$ cat src/sv/fur_pkg.sv
// Shared constants, codes and transaction types of the firmware update receiver.
`timescale 1ns / 1ps

package fur_pkg;

    // Default sizing
    localparam int CHUNK_BYTES = 128;
    localparam int QUEUE_DEPTH = 2;

    // Config port
    localparam int APB_ADDR_W = 4;
    localparam int APB_DATA_W = 32;
    localparam logic [1:0] REG_RETRY_LIMIT   = 2'd0;
    localparam logic [1:0] REG_TIMEOUT_TICKS = 2'd1;
    localparam logic [1:0] REG_MAX_IMAGE     = 2'd2;

    localparam logic [7:0]  RETRY_LIMIT_RST   = 8'd3;
    localparam logic [31:0] TIMEOUT_TICKS_RST = 32'd5000;
    localparam logic [24:0] MAX_IMAGE_RST     = 25'd65536;

    // Start payload carries size and CRC
    localparam logic [15:0] START_PAYLOAD_LEN = 16'd8;

    // Commands
    localparam logic [2:0] CMD_START  = 3'd0;
    localparam logic [2:0] CMD_DATA   = 3'd1;
    localparam logic [2:0] CMD_END    = 3'd2;
    localparam logic [2:0] CMD_VERIFY = 3'd3;
    localparam logic [2:0] CMD_REBOOT = 3'd4;
    localparam logic [2:0] CMD_ABORT  = 3'd5;

    // Response codes
    localparam logic [2:0] RC_OK     = 3'd0;
    localparam logic [2:0] RC_ERROR  = 3'd1;
    localparam logic [2:0] RC_CRC    = 3'd2;
    localparam logic [2:0] RC_SIZE   = 3'd3;
    localparam logic [2:0] RC_FLASH  = 3'd4;
    localparam logic [2:0] RC_RESEND = 3'd5;
    localparam logic [2:0] RC_VERIFY = 3'd6;

    // Phases
    localparam logic [2:0] PH_IDLE      = 3'd0;
    localparam logic [2:0] PH_READY     = 3'd1;
    localparam logic [2:0] PH_RECEIVING = 3'd2;
    localparam logic [2:0] PH_VERIFY    = 3'd3;
    localparam logic [2:0] PH_COMPLETE  = 3'd4;
    localparam logic [2:0] PH_ERROR     = 3'd5;

    // Classified item handed from front to back
    typedef struct packed {
        logic        is_tick;
        logic [2:0]  command;
        logic        crc_ok;
        logic [15:0] seq;
        logic [15:0] payload_len;
        logic [31:0] image_size;
        logic [31:0] image_crc;
        logic        flash_ok;
        logic [31:0] computed_crc;
        logic        len_ok;
        logic        size_bad;
        logic [23:0] offset;
    } cls_t;

    // Result transaction
    typedef struct packed {
        logic [2:0]  resp_command;
        logic [2:0]  response_code;
        logic [15:0] resp_seq;
        logic        write_enable;
        logic [23:0] write_offset;
        logic        erase_enable;
        logic        reboot_request;
        logic [2:0]  phase_out;
    } res_t;

endpackage

$ cat src/sv/firmware_update_receiver_fsm_unit.sv
// Top level of the firmware update receiver: config registers, front end and back end.
`timescale 1ns / 1ps
//
// Firmware update receiver phase controller.
// Input channel (push/full): one transaction is a framed update packet
// (kind = 0) or a timer tick (kind = 1). Accepted when push is high and
// full is low. A tick yields a result only when it triggers a timeout abort;
// every packet yields one result, except a data packet that exceeds the retry
// limit, which moves to the error phase without a result.
// Result channel (empty/pop): the oldest result sits on the resp_* ports
// while empty is low and is taken when pop is high.
// Pipeline: a transaction is written into the front queue at the accepting
// edge, executed by the phase sequencer once it heads that queue and a
// result slot is free, and its result is registered into the result queue.
// Throughput: one transaction per cycle while the result queue has room;
// the front and result queues (QUEUE_DEPTH entries each) decouple
// the two sides. If the consumer stops popping, the result queue fills,
// the sequencer stalls, then the front queue fills and full rises.
// Reset (rst_n low, async): phase idle, all counters zero, queues empty,
// registers retry_limit = 3, timeout_ticks = 5000, max_image_size = 65536.
// Config (APB, pready always high): 0x0 retry_limit, 0x4 timeout_ticks,
// 0x8 max_image_size; the user must write them only while no transaction
// is in flight, since the block itself does not enforce it.

module firmware_update_receiver_fsm_unit #(
    parameter int CHUNK_BYTES = fur_pkg::CHUNK_BYTES,
    parameter int QUEUE_DEPTH = fur_pkg::QUEUE_DEPTH
) (
    input  logic                           clk,
    input  logic                           rst_n,
    // APB config port
    input  logic                           psel,
    input  logic                           penable,
    input  logic                           pwrite,
    input  logic [fur_pkg::APB_ADDR_W-1:0] paddr,
    input  logic [fur_pkg::APB_DATA_W-1:0] pwdata,
    output logic [fur_pkg::APB_DATA_W-1:0] prdata,
    output logic                           pready,
    // Input queue side
    input  logic                           push,
    output logic                           full,
    input  logic                           kind,
    input  logic [2:0]                     command,
    input  logic                           crc_ok,
    input  logic [15:0]                    seq,
    input  logic [15:0]                    payload_len,
    input  logic [31:0]                    image_size,
    input  logic [31:0]                    image_crc,
    input  logic                           flash_ok,
    input  logic [31:0]                    computed_crc,
    // Result queue side
    output logic                           empty,
    input  logic                           pop,
    output logic [2:0]                     resp_command,
    output logic [2:0]                     response_code,
    output logic [15:0]                    resp_seq,
    output logic                           write_enable,
    output logic [23:0]                    write_offset,
    output logic                           erase_enable,
    output logic                           reboot_request,
    output logic [2:0]                     phase_out
);

    logic [7:0]    retry_limit_reg;
    logic [31:0]   timeout_ticks_reg;
    logic [24:0]   max_image_size_reg;
    logic          cfg_wr;
    logic [1:0]    reg_idx;

    fur_pkg::cls_t cq_data;
    logic          cq_empty;
    logic          cq_pop;
    fur_pkg::res_t res_out;

    // Config registers; byte offset 4*index, low address bits ignored
    assign pready  = 1'b1;
    assign reg_idx = paddr[3:2];
    assign cfg_wr  = psel && penable && pwrite && pready;

    always_ff @(posedge clk or negedge rst_n)
    begin
        if (!rst_n)
        begin
            retry_limit_reg    <= fur_pkg::RETRY_LIMIT_RST;
            timeout_ticks_reg  <= fur_pkg::TIMEOUT_TICKS_RST;
            max_image_size_reg <= fur_pkg::MAX_IMAGE_RST;
        end
        else if (cfg_wr)
        begin
            unique case (reg_idx)
                fur_pkg::REG_RETRY_LIMIT:   retry_limit_reg    <= pwdata[7:0];
                fur_pkg::REG_TIMEOUT_TICKS: timeout_ticks_reg  <= pwdata;
                fur_pkg::REG_MAX_IMAGE:     max_image_size_reg <= pwdata[24:0];
                default:                    ;
            endcase
        end
    end

    always_comb
    begin
        unique case (reg_idx)
            fur_pkg::REG_RETRY_LIMIT:   prdata = {24'd0, retry_limit_reg};
            fur_pkg::REG_TIMEOUT_TICKS: prdata = timeout_ticks_reg;
            fur_pkg::REG_MAX_IMAGE:     prdata = {7'd0, max_image_size_reg};
            default:                    prdata = '0;
        endcase
    end

    fur_front #(
        .CHUNK_BYTES (CHUNK_BYTES),
        .QUEUE_DEPTH (QUEUE_DEPTH)
    ) u_front (
        .clk            (clk),
        .rst_n          (rst_n),
        .push           (push),
        .full           (full),
        .kind           (kind),
        .command        (command),
        .crc_ok         (crc_ok),
        .seq            (seq),
        .payload_len    (payload_len),
        .image_size     (image_size),
        .image_crc      (image_crc),
        .flash_ok       (flash_ok),
        .computed_crc   (computed_crc),
        .max_image_size (max_image_size_reg),
        .cq_pop         (cq_pop),
        .cq_data        (cq_data),
        .cq_empty       (cq_empty)
    );

    fur_back #(
        .QUEUE_DEPTH (QUEUE_DEPTH)
    ) u_back (
        .clk           (clk),
        .rst_n         (rst_n),
        .cq_data       (cq_data),
        .cq_empty      (cq_empty),
        .cq_pop        (cq_pop),
        .retry_limit   (retry_limit_reg),
        .timeout_ticks (timeout_ticks_reg),
        .pop           (pop),
        .empty         (empty),
        .res_out       (res_out)
    );

    assign resp_command   = res_out.resp_command;
    assign response_code  = res_out.response_code;
    assign resp_seq       = res_out.resp_seq;
    assign write_enable   = res_out.write_enable;
    assign write_offset   = res_out.write_offset;
    assign erase_enable   = res_out.erase_enable;
    assign reboot_request = res_out.reboot_request;
    assign phase_out      = res_out.phase_out;

endmodule

$ cat src/sv/fur_fifo.sv
// Small register-based FIFO used between the pipeline parts.
`timescale 1ns / 1ps

module fur_fifo #(
    parameter int WIDTH = 1,
    parameter int DEPTH = fur_pkg::QUEUE_DEPTH
) (
    input  logic             clk,
    input  logic             rst_n,
    input  logic             wr_en,
    input  logic [WIDTH-1:0] wr_data,
    output logic             full,
    input  logic             rd_en,
    output logic [WIDTH-1:0] rd_data,
    output logic             empty
);

    localparam int PTR_W = (DEPTH > 1) ? $clog2(DEPTH) : 1;
    localparam int CNT_W = $clog2(DEPTH + 1);

    logic [WIDTH-1:0] mem_reg [DEPTH];
    logic [PTR_W-1:0] wr_ptr_reg, wr_ptr_next;
    logic [PTR_W-1:0] rd_ptr_reg, rd_ptr_next;
    logic [CNT_W-1:0] count_reg, count_next;
    logic             wr_fire, rd_fire;

    assign full    = (count_reg == CNT_W'(DEPTH));
    assign empty   = (count_reg == '0);
    assign wr_fire = wr_en && !full;
    assign rd_fire = rd_en && !empty;
    assign rd_data = mem_reg[rd_ptr_reg];

    always_comb
    begin
        wr_ptr_next = wr_ptr_reg;
        rd_ptr_next = rd_ptr_reg;
        count_next  = count_reg;
        if (wr_fire)
        begin
            wr_ptr_next = (wr_ptr_reg == PTR_W'(DEPTH - 1)) ? '0 : wr_ptr_reg + 1'b1;
        end
        if (rd_fire)
        begin
            rd_ptr_next = (rd_ptr_reg == PTR_W'(DEPTH - 1)) ? '0 : rd_ptr_reg + 1'b1;
        end
        case ({wr_fire, rd_fire})
            2'b10:   count_next = count_reg + 1'b1;
            2'b01:   count_next = count_reg - 1'b1;
            default: count_next = count_reg;
        endcase
    end

    always_ff @(posedge clk or negedge rst_n)
    begin
        if (!rst_n)
        begin
            wr_ptr_reg <= '0;
            rd_ptr_reg <= '0;
            count_reg  <= '0;
        end
        else
        begin
            wr_ptr_reg <= wr_ptr_next;
            rd_ptr_reg <= rd_ptr_next;
            count_reg  <= count_next;
        end
    end

    always_ff @(posedge clk)
    begin
        if (wr_fire)
        begin
            mem_reg[wr_ptr_reg] <= wr_data;
        end
    end

endmodule

$ cat src/sv/fur_front.sv
// Front end: accepts input transactions, pre-classifies them and queues them.
`timescale 1ns / 1ps

module fur_front #(
    parameter int CHUNK_BYTES = fur_pkg::CHUNK_BYTES,
    parameter int QUEUE_DEPTH = fur_pkg::QUEUE_DEPTH
) (
    input  logic                clk,
    input  logic                rst_n,
    input  logic                push,
    output logic                full,
    input  logic                kind,
    input  logic [2:0]          command,
    input  logic                crc_ok,
    input  logic [15:0]         seq,
    input  logic [15:0]         payload_len,
    input  logic [31:0]         image_size,
    input  logic [31:0]         image_crc,
    input  logic                flash_ok,
    input  logic [31:0]         computed_crc,
    input  logic [24:0]         max_image_size,
    input  logic                cq_pop,
    output fur_pkg::cls_t       cq_data,
    output logic                cq_empty
);

    localparam int OFF_W = 24;

    fur_pkg::cls_t cls;

    // State-independent checks done here so the back end stays shallow
    always_comb
    begin
        cls.is_tick      = kind;
        cls.command      = command;
        cls.crc_ok       = crc_ok;
        cls.seq          = seq;
        cls.payload_len  = payload_len;
        cls.image_size   = image_size;
        cls.image_crc    = image_crc;
        cls.flash_ok     = flash_ok;
        cls.computed_crc = computed_crc;
        cls.len_ok       = (payload_len == fur_pkg::START_PAYLOAD_LEN);
        cls.size_bad     = (image_size == 32'd0) || (image_size > {7'd0, max_image_size});
        cls.offset       = OFF_W'(seq) * OFF_W'(CHUNK_BYTES);
    end

    fur_fifo #(
        .WIDTH ($bits(fur_pkg::cls_t)),
        .DEPTH (QUEUE_DEPTH)
    ) u_cls_q (
        .clk     (clk),
        .rst_n   (rst_n),
        .wr_en   (push),
        .wr_data (cls),
        .full    (full),
        .rd_en   (cq_pop),
        .rd_data (cq_data),
        .empty   (cq_empty)
    );

endmodule

$ cat src/sv/fur_back.sv
// Back end: transfer phase sequencer and result queue.
`timescale 1ns / 1ps

module fur_back #(
    parameter int QUEUE_DEPTH = fur_pkg::QUEUE_DEPTH
) (
    input  logic          clk,
    input  logic          rst_n,
    input  fur_pkg::cls_t cq_data,
    input  logic          cq_empty,
    output logic          cq_pop,
    input  logic [7:0]    retry_limit,
    input  logic [31:0]   timeout_ticks,
    input  logic          pop,
    output logic          empty,
    output fur_pkg::res_t res_out
);

    logic [2:0]  phase_reg, phase_next;
    logic [31:0] stored_size_reg, stored_size_next;
    logic [31:0] stored_crc_reg, stored_crc_next;
    logic [15:0] next_seq_reg, next_seq_next;
    logic [31:0] received_bytes_reg, received_bytes_next;
    logic [7:0]  retries_reg, retries_next;
    logic [31:0] idle_ticks_reg, idle_ticks_next;

    fur_pkg::res_t res;
    logic          has_res;
    logic          rq_full;
    logic          advance;
    logic [31:0]   ticks_inc;
    logic          active;

    // Take the next item only when a result slot is free
    assign advance = !cq_empty && !rq_full;
    assign cq_pop  = advance;
    assign active  = (phase_reg == fur_pkg::PH_READY) || (phase_reg == fur_pkg::PH_RECEIVING);
    assign ticks_inc = (idle_ticks_reg != 32'hFFFF_FFFF) ? idle_ticks_reg + 32'd1
                                                          : idle_ticks_reg;

    always_comb
    begin
        phase_next          = phase_reg;
        stored_size_next    = stored_size_reg;
        stored_crc_next     = stored_crc_reg;
        next_seq_next       = next_seq_reg;
        received_bytes_next = received_bytes_reg;
        retries_next        = retries_reg;
        idle_ticks_next     = idle_ticks_reg;
        has_res             = 1'b0;
        res                 = '0;

        if (cq_data.is_tick)
        begin
            if (active)
            begin
                if (ticks_inc > timeout_ticks)
                begin
                    phase_next          = fur_pkg::PH_IDLE;
                    stored_size_next    = '0;
                    stored_crc_next     = '0;
                    next_seq_next       = '0;
                    received_bytes_next = '0;
                    retries_next        = '0;
                    idle_ticks_next     = '0;
                    has_res             = 1'b1;
                    res.resp_command    = fur_pkg::CMD_ABORT;
                    res.response_code   = fur_pkg::RC_OK;
                end
                else
                begin
                    idle_ticks_next = ticks_inc;
                end
            end
        end
        else if (!cq_data.crc_ok)
        begin
            has_res           = 1'b1;
            res.resp_command  = cq_data.command;
            res.response_code = fur_pkg::RC_CRC;
            res.resp_seq      = next_seq_reg;
        end
        else
        begin
            has_res          = 1'b1;
            res.resp_command = cq_data.command;
            unique case (cq_data.command)
                fur_pkg::CMD_START:
                begin
                    if (!cq_data.len_ok)
                    begin
                        res.response_code = fur_pkg::RC_SIZE;
                    end
                    else
                    begin
                        stored_size_next = cq_data.image_size;
                        stored_crc_next  = cq_data.image_crc;
                        if (cq_data.size_bad)
                        begin
                            res.response_code = fur_pkg::RC_SIZE;
                        end
                        else
                        begin
                            next_seq_next       = '0;
                            received_bytes_next = '0;
                            retries_next        = '0;
                            idle_ticks_next     = '0;
                            res.erase_enable    = 1'b1;
                            if (!cq_data.flash_ok)
                            begin
                                phase_next        = fur_pkg::PH_ERROR;
                                res.response_code = fur_pkg::RC_FLASH;
                            end
                            else
                            begin
                                phase_next        = fur_pkg::PH_READY;
                                res.response_code = fur_pkg::RC_OK;
                            end
                        end
                    end
                end
                fur_pkg::CMD_DATA:
                begin
                    if (!active)
                    begin
                        res.response_code = fur_pkg::RC_ERROR;
                        res.resp_seq      = cq_data.seq;
                    end
                    else
                    begin
                        phase_next      = fur_pkg::PH_RECEIVING;
                        idle_ticks_next = '0;
                        if (cq_data.seq < next_seq_reg)
                        begin
                            // duplicate: acknowledge without writing
                            res.response_code = fur_pkg::RC_OK;
                            res.resp_seq      = cq_data.seq;
                        end
                        else if (cq_data.seq > next_seq_reg)
                        begin
                            if (retries_reg >= retry_limit)
                            begin
                                phase_next = fur_pkg::PH_ERROR;
                                has_res    = 1'b0;
                            end
                            else
                            begin
                                retries_next      = retries_reg + 8'd1;
                                res.response_code = fur_pkg::RC_RESEND;
                                res.resp_seq      = next_seq_reg;
                            end
                        end
                        else
                        begin
                            res.write_enable = 1'b1;
                            res.write_offset = cq_data.offset;
                            res.resp_seq     = cq_data.seq;
                            if (!cq_data.flash_ok)
                            begin
                                phase_next        = fur_pkg::PH_ERROR;
                                res.response_code = fur_pkg::RC_FLASH;
                            end
                            else
                            begin
                                received_bytes_next = received_bytes_reg
                                                      + {16'd0, cq_data.payload_len};
                                next_seq_next       = next_seq_reg + 16'd1;
                                retries_next        = '0;
                                res.response_code   = fur_pkg::RC_OK;
                            end
                        end
                    end
                end
                fur_pkg::CMD_END:
                begin
                    if (phase_reg != fur_pkg::PH_RECEIVING)
                    begin
                        res.response_code = fur_pkg::RC_ERROR;
                    end
                    else if (received_bytes_reg != stored_size_reg)
                    begin
                        phase_next        = fur_pkg::PH_ERROR;
                        res.response_code = fur_pkg::RC_SIZE;
                    end
                    else
                    begin
                        phase_next        = fur_pkg::PH_VERIFY;
                        res.response_code = fur_pkg::RC_OK;
                    end
                end
                fur_pkg::CMD_VERIFY:
                begin
                    if (phase_reg != fur_pkg::PH_VERIFY)
                    begin
                        res.response_code = fur_pkg::RC_ERROR;
                    end
                    else if (cq_data.computed_crc == stored_crc_reg)
                    begin
                        phase_next        = fur_pkg::PH_COMPLETE;
                        res.response_code = fur_pkg::RC_OK;
                    end
                    else
                    begin
                        phase_next        = fur_pkg::PH_ERROR;
                        res.response_code = fur_pkg::RC_VERIFY;
                    end
                end
                fur_pkg::CMD_REBOOT:
                begin
                    if (phase_reg != fur_pkg::PH_COMPLETE)
                    begin
                        res.response_code = fur_pkg::RC_ERROR;
                    end
                    else
                    begin
                        res.reboot_request = 1'b1;
                        res.response_code  = fur_pkg::RC_OK;
                    end
                end
                fur_pkg::CMD_ABORT:
                begin
                    phase_next          = fur_pkg::PH_IDLE;
                    stored_size_next    = '0;
                    stored_crc_next     = '0;
                    next_seq_next       = '0;
                    received_bytes_next = '0;
                    retries_next        = '0;
                    idle_ticks_next     = '0;
                    res.response_code   = fur_pkg::RC_OK;
                end
                default:
                begin
                    // unknown command
                    res.response_code = fur_pkg::RC_ERROR;
                    res.resp_seq      = cq_data.seq;
                end
            endcase
        end
        res.phase_out = phase_next;
    end

    always_ff @(posedge clk or negedge rst_n)
    begin
        if (!rst_n)
        begin
            phase_reg          <= fur_pkg::PH_IDLE;
            stored_size_reg    <= '0;
            stored_crc_reg     <= '0;
            next_seq_reg       <= '0;
            received_bytes_reg <= '0;
            retries_reg        <= '0;
            idle_ticks_reg     <= '0;
        end
        else if (advance)
        begin
            phase_reg          <= phase_next;
            stored_size_reg    <= stored_size_next;
            stored_crc_reg     <= stored_crc_next;
            next_seq_reg       <= next_seq_next;
            received_bytes_reg <= received_bytes_next;
            retries_reg        <= retries_next;
            idle_ticks_reg     <= idle_ticks_next;
        end
    end

    fur_fifo #(
        .WIDTH ($bits(fur_pkg::res_t)),
        .DEPTH (QUEUE_DEPTH)
    ) u_res_q (
        .clk     (clk),
        .rst_n   (rst_n),
        .wr_en   (advance && has_res),
        .wr_data (res),
        .full    (rq_full),
        .rd_en   (pop),
        .rd_data (res_out),
        .empty   (empty)
    );

    a_write_is_data: assert property (@(posedge clk) disable iff (!rst_n)
        (advance && has_res && res.write_enable) |-> (res.resp_command == fur_pkg::CMD_DATA))
        else $error("write strobe on a non-data result");

    a_reboot_complete: assert property (@(posedge clk) disable iff (!rst_n)
        (advance && has_res && res.reboot_request)
        |-> (phase_reg == fur_pkg::PH_COMPLETE && res.response_code == fur_pkg::RC_OK))
        else $error("reboot granted outside complete phase");

    a_erase_phase: assert property (@(posedge clk) disable iff (!rst_n)
        (advance && has_res && res.erase_enable)
        |-> (res.phase_out == fur_pkg::PH_READY || res.phase_out == fur_pkg::PH_ERROR))
        else $error("erase without entering ready or error");

    a_abort_clears: assert property (@(posedge clk) disable iff (!rst_n)
        (advance && !cq_data.is_tick && cq_data.crc_ok && cq_data.command == fur_pkg::CMD_ABORT)
        |=> (phase_reg == fur_pkg::PH_IDLE && next_seq_reg == 16'd0 && retries_reg == 8'd0))
        else $error("abort did not clear the transfer state");

endmodule

$ cat config.mk
export PLATFORM = sky130hd
export DESIGN_NAME = firmware_update_receiver_fsm_unit
export DESIGN_NICKNAME = d
export VERILOG_FILES = /design/src/sv/fur_pkg.sv /design/src/sv/firmware_update_receiver_fsm_unit.sv /design/src/sv/fur_fifo.sv /design/src/sv/fur_front.sv /design/src/sv/fur_back.sv
export SDC_FILE = /design/constraint.sdc
export NUM_CORES = 1
export LEC_CHECK = 0
export BUFFER_PORTS_ARGS = -buffer_cell sky130_fd_sc_hd__clkbuf_2
export CAP_MARGIN = 25
export CORE_MARGIN = 10
export CORE_UTILIZATION = 55
export DETAILED_ROUTE_END_ITERATION = 12
export PLACE_DENSITY = 0.88
export SLEW_MARGIN = 5
export SYNTH_ARGS = -nofsm -noshare
export SYNTH_HDL_FRONTEND = slang
export SYNTH_HIERARCHICAL = 1
export SYNTH_SLANG_ARGS = --single-unit
$ cat constraint.sdc
create_clock -name clk -period 8.1 [get_ports clk]
set_input_delay 0.405 -clock clk [delete_from_list [all_inputs] [get_ports clk]]
set_output_delay 0.405 -clock clk [all_outputs]
set_load 0.03 [all_outputs]
==> impl_metrics.py <==
metrics = {
    "pwr": {
        "p_per_area_nw_per_um2": 348,
        "ir_drop_mv": 0.255,
        "p_leak_nw": 15.2,
    },
    "logic_synthesis": {
        "yosysTopAreaCell": "edfxtp_1",
        "yosysMostFrequentCell": "edfxtp_1",
        "syn-cell-area_um2": 32000,
        "async_flop_share": 0.350,
        "synth_cells": 2409,
        "ys.flop_type": "edfxtp_1",
        "yosys.cell_types.count": 82,
        "ys_warn_count": 6,
        "ys_top_cells_by_count": "424 x edfxtp_1, 220 x dfrtp_1, 174 x inv_1",
        "ys_seq_elements": 652,
        "synth_top_cell_area_share": 0.398,
        "synth_edf_count": 424,
        "yosysSeqAreaShare": 0.577,
        "avgSynthCellArea_um2": 13.3,
        "synth_top_cells_by_area": "edfxtp_1 40%, dfrtp_1 17%, mux2_4 7.5%, mux2_2 4.2%, ha_1 4.0%",
    },
    "die": {
        "start_util": 0.555,
        "io_pins": 264,
        "dieHeight_um": 261,
        "coreArea_um2": 57600,
        "die_w_um": 261,
        "row_count": 88,
        "die-area_um2": 68200,
    },
    "detailed_routing": {
        "drt-initial-drc-count": 2755,
        "drt_first_pass_iters": 6,
        "viasPerCell": 6.09,
        "wirelength_um": 86100,
        "drc": 0,
        "wl_per_cell_um": 24.0,
        "vias": 21800,
        "antenna_left": 0,
    },
    "setup_path": {
        "end_kind": "flip-flop",
        "arrival_ns": 6.82,
        "crit_path_cell_trace": "nand4_1 > nor4_2 > a21boi_2 > and3_1 > and3_1 > xor2_1 > ha_1 > nand4_2 > or4_4 > a31oi_4 > a31oi_4 > buf_4 > nor3_4 > buf_12 > mux2i_1",
        "cp_max_fo": 92,
        "crit_buf_inv": 2,
        "cp-start-kind": "flip-flop",
        "path_delay_family": "simple AND/OR/NAND/NOR gates",
        "slowest_stage": "nor3_4",
        "required_ns": 8.60,
        "max_stage_delay_ns": 0.91,
        "criticalPathCategory": "reg -> reg",
    },
    "clock_tree": {
        "cts_tree": "built",
        "clock-root-buffer": "clkbuf_16",
        "clock_latency_ns": 0.63,
        "clock-sinks": 652,
        "clockBufferDepth": 3,
        "clk_pin_slew_ns": 0.07,
        "ctsHtreeMaxLevel": 3,
        "post_cts_buffers": 0,
        "cts_resized": 0,
        "cts_hold_buf": 82,
        "cts_made_buffers": 68,
    },
    "placement": {
        "hpwlAfterDp_um": 53900,
        "dp.cells": 3370,
        "io_buffers": 260,
        "place_congestion": 0.955,
    },
    "final_layout": {
        "drive_above_1_share": 0.255,
        "num-nets-final": 3039,
        "areaGrowthSynthToFinish_pct": 15.8,
        "largest_register_ffs": 320,
        "final_cells": 3584,
    },
    "sta": {
        "setup_tns_ns": 0,
        "slew_headroom": 0.0608,
        "fin_crit_ns": 6.32,
        "worst_pin_slew_ns": 1.41,
        "final_hold_viol_count": 0,
        "drv_slew": 0,
        "rsz0062_at_grt": "no",
        "finClkSkew_ns": 0.0263,
        "setup_viol": 0,
        "fin_crit_sh": 0.781,
        "fmax_mhz": 158,
    },
    "global_route": {
        "grt_pass1_wl_um": 131000,
        "grtUsageTotal": 0.247,
        "grt_pass1_vias": 22200,
        "grt_max_degree": 161,
        "antenna_found_initial": 7,
        "gr-total-overflow": 0,
    },
    "run_status": {
        "status": "completed",
    },
    "hold_path": {
        "min_path_type": "in -> reg",
    },
    "run": {
        "maxCapViolations": 0,
    },
}
==> path summary, 6_finish.rpt <==
| path | end | depth (start not counted) | from | slack, ns |
|---|---|---|---|---|
| setup / recovery | u_back/stored_crc_reg[13]$_DFFE_PN0P_ | 15 | u_back/idle_ticks_reg[6]$_DFFE_PN0P_ | 1.78 |
| hold / removal | u_front/u_cls_q/mem_reg[1][123]$_DFFE_PP_ | 1 | payload_len[0] | 0.01 |
| setup reg to reg | u_back/stored_crc_reg[13]$_DFFE_PN0P_ | 15 | u_back/idle_ticks_reg[6]$_DFFE_PN0P_ | 1.78 |
| hold reg to reg | u_back/u_res_q/count_reg[1]$_DFFE_PN0P_ | 1 | u_back/u_res_q/count_reg[1]$_DFFE_PN0P_ | 0.52 |
| max in group asynchronous | u_front/u_cls_q/rd_ptr_reg$_DFFE_PN0P_ | 3 | rst_n | 6.15 |
| min in group asynchronous | u_back/stored_crc_reg[21]$_DFFE_PN0P_ | 2 | rst_n | 0.35 |
==> metrics by stage <==
step / worst slack, ns / cell area, um2 / util / hold WS, ns / total power, W
6_report: 1.78 / 37000 / 0.643 / 0.0117 / 0.0129
2_1_floorplan: 0.141 / 32000 / - / 0.109 / 0.00836
5_1_grt: 1.50 / 37000 / 0.643 / 0.00404 / 0.0134
4_1_cts: 2.05 / 37000 / 0.642 / 0.000934 / 0.0127
3_3_place_gp: 2.25 / 33900 / 0.588 / 0.467 / 0.00916
3_5_place_dp: 2.09 / 33900 / 0.588 / 0.473 / 0.00939
==> layout make-up <==
class | instances | area [um2]
antenna | 6 | 15.0
fill | 3846 | 20600
multi-input combinational | 1488 | 12200
timing repair buffer | 374 | 2410
tap | 765 | 957
clock inverter | 40 | 469
inverter | 175 | 657
clock buffer | 84 | 1810
sequential | 652 | 18500
==> layer usage <==
layer,up-vias,wire [um],global-route usage,part of all wire
li1,9569,-,-,-
met4,0,4570,0.123,0.053
met1,10700,32400,0.305,0.38
met5,-,0,0,0
met2,1270,41400,0.405,0.48
met3,278,7720,0.0553,0.090
==> layout by cell type, fill, tap and decap left out, types with 12 or more instances in the layout <==
cell type | netlist | layout
ha_1 | 102 | 102
dfrtp_1 | 220 | 218
nand3_1 | 55 | 55
o21bai_1 | 13 | 13
mux2_2 | 119 | 119
and3_1 | 18 | 16
nand2_1 | 157 | 157
mux2_4 | 159 | 159
inv_1 | 174 | 174
o31ai_1 | 31 | 31
a21oi_1 | 82 | 81
clkbuf_16 | 0 | 70
dlygate4sd3_1 | 0 | 84
a21o_1 | 14 | 14
and2_1 | 37 | 37
xnor2_1 | 60 | 60
nor2_1 | 59 | 57
clkinv_2 | 0 | 12
clkbuf_1 | 43 | 13
a22o_1 | 44 | 44
clkbuf_2 | 0 | 259
nor3_1 | 32 | 32
conb_1 | 2 | 17
edfxtp_1 | 424 | 424
o22ai_1 | 15 | 15
nand4_1 | 41 | 41
xor2_1 | 54 | 54
buf_4 | 6 | 27
o21ai_0 | 78 | 78
mux2i_1 | 87 | 87
nor4_1 | 37 | 36
nand2b_1 | 20 | 20
==> worst register-to-register path: stages, from the launching register on <==
cell	delay [ns]
dfrtp_1	0.47
nand4_1	0.30
nor4_2	0.72
a21boi_2	0.50
and3_1	0.33
and3_1	0.25
xor2_1	0.09
ha_1	0.31
nand4_2	0.16
or4_4	0.59
a31oi_4	0.28
a31oi_4	0.15
buf_4	0.42
nor3_4	0.93
buf_12	0.33
mux2i_1	0.37
==> report_power, final <==
group          switching, W  internal, W  total (W)  leakage, nW
Sequential         0.000570      0.00443    0.00500         6.93
Combinational       0.00278      0.00183    0.00461         7.18
Clock               0.00136      0.00189    0.00326         1.11
Total               0.00471      0.00815     0.0129         15.2
==> cell families (layout without fill, tap and decap cells) <==
group           after synthesis  in the layout  share of synthesized area
fa+ha+maj                   103            103                     0.0405
flops                       652            652                      0.577
simple gates                518            518                     0.0845
xor+xnor                    114            114                     0.0312
mux                         365            365                      0.144
compound gates              371            371                     0.0788
buf+inv                     284            673                     0.0441
other cells                   2             23                   0.000235
Note: power is estimated with default switching activity, not from simulation.
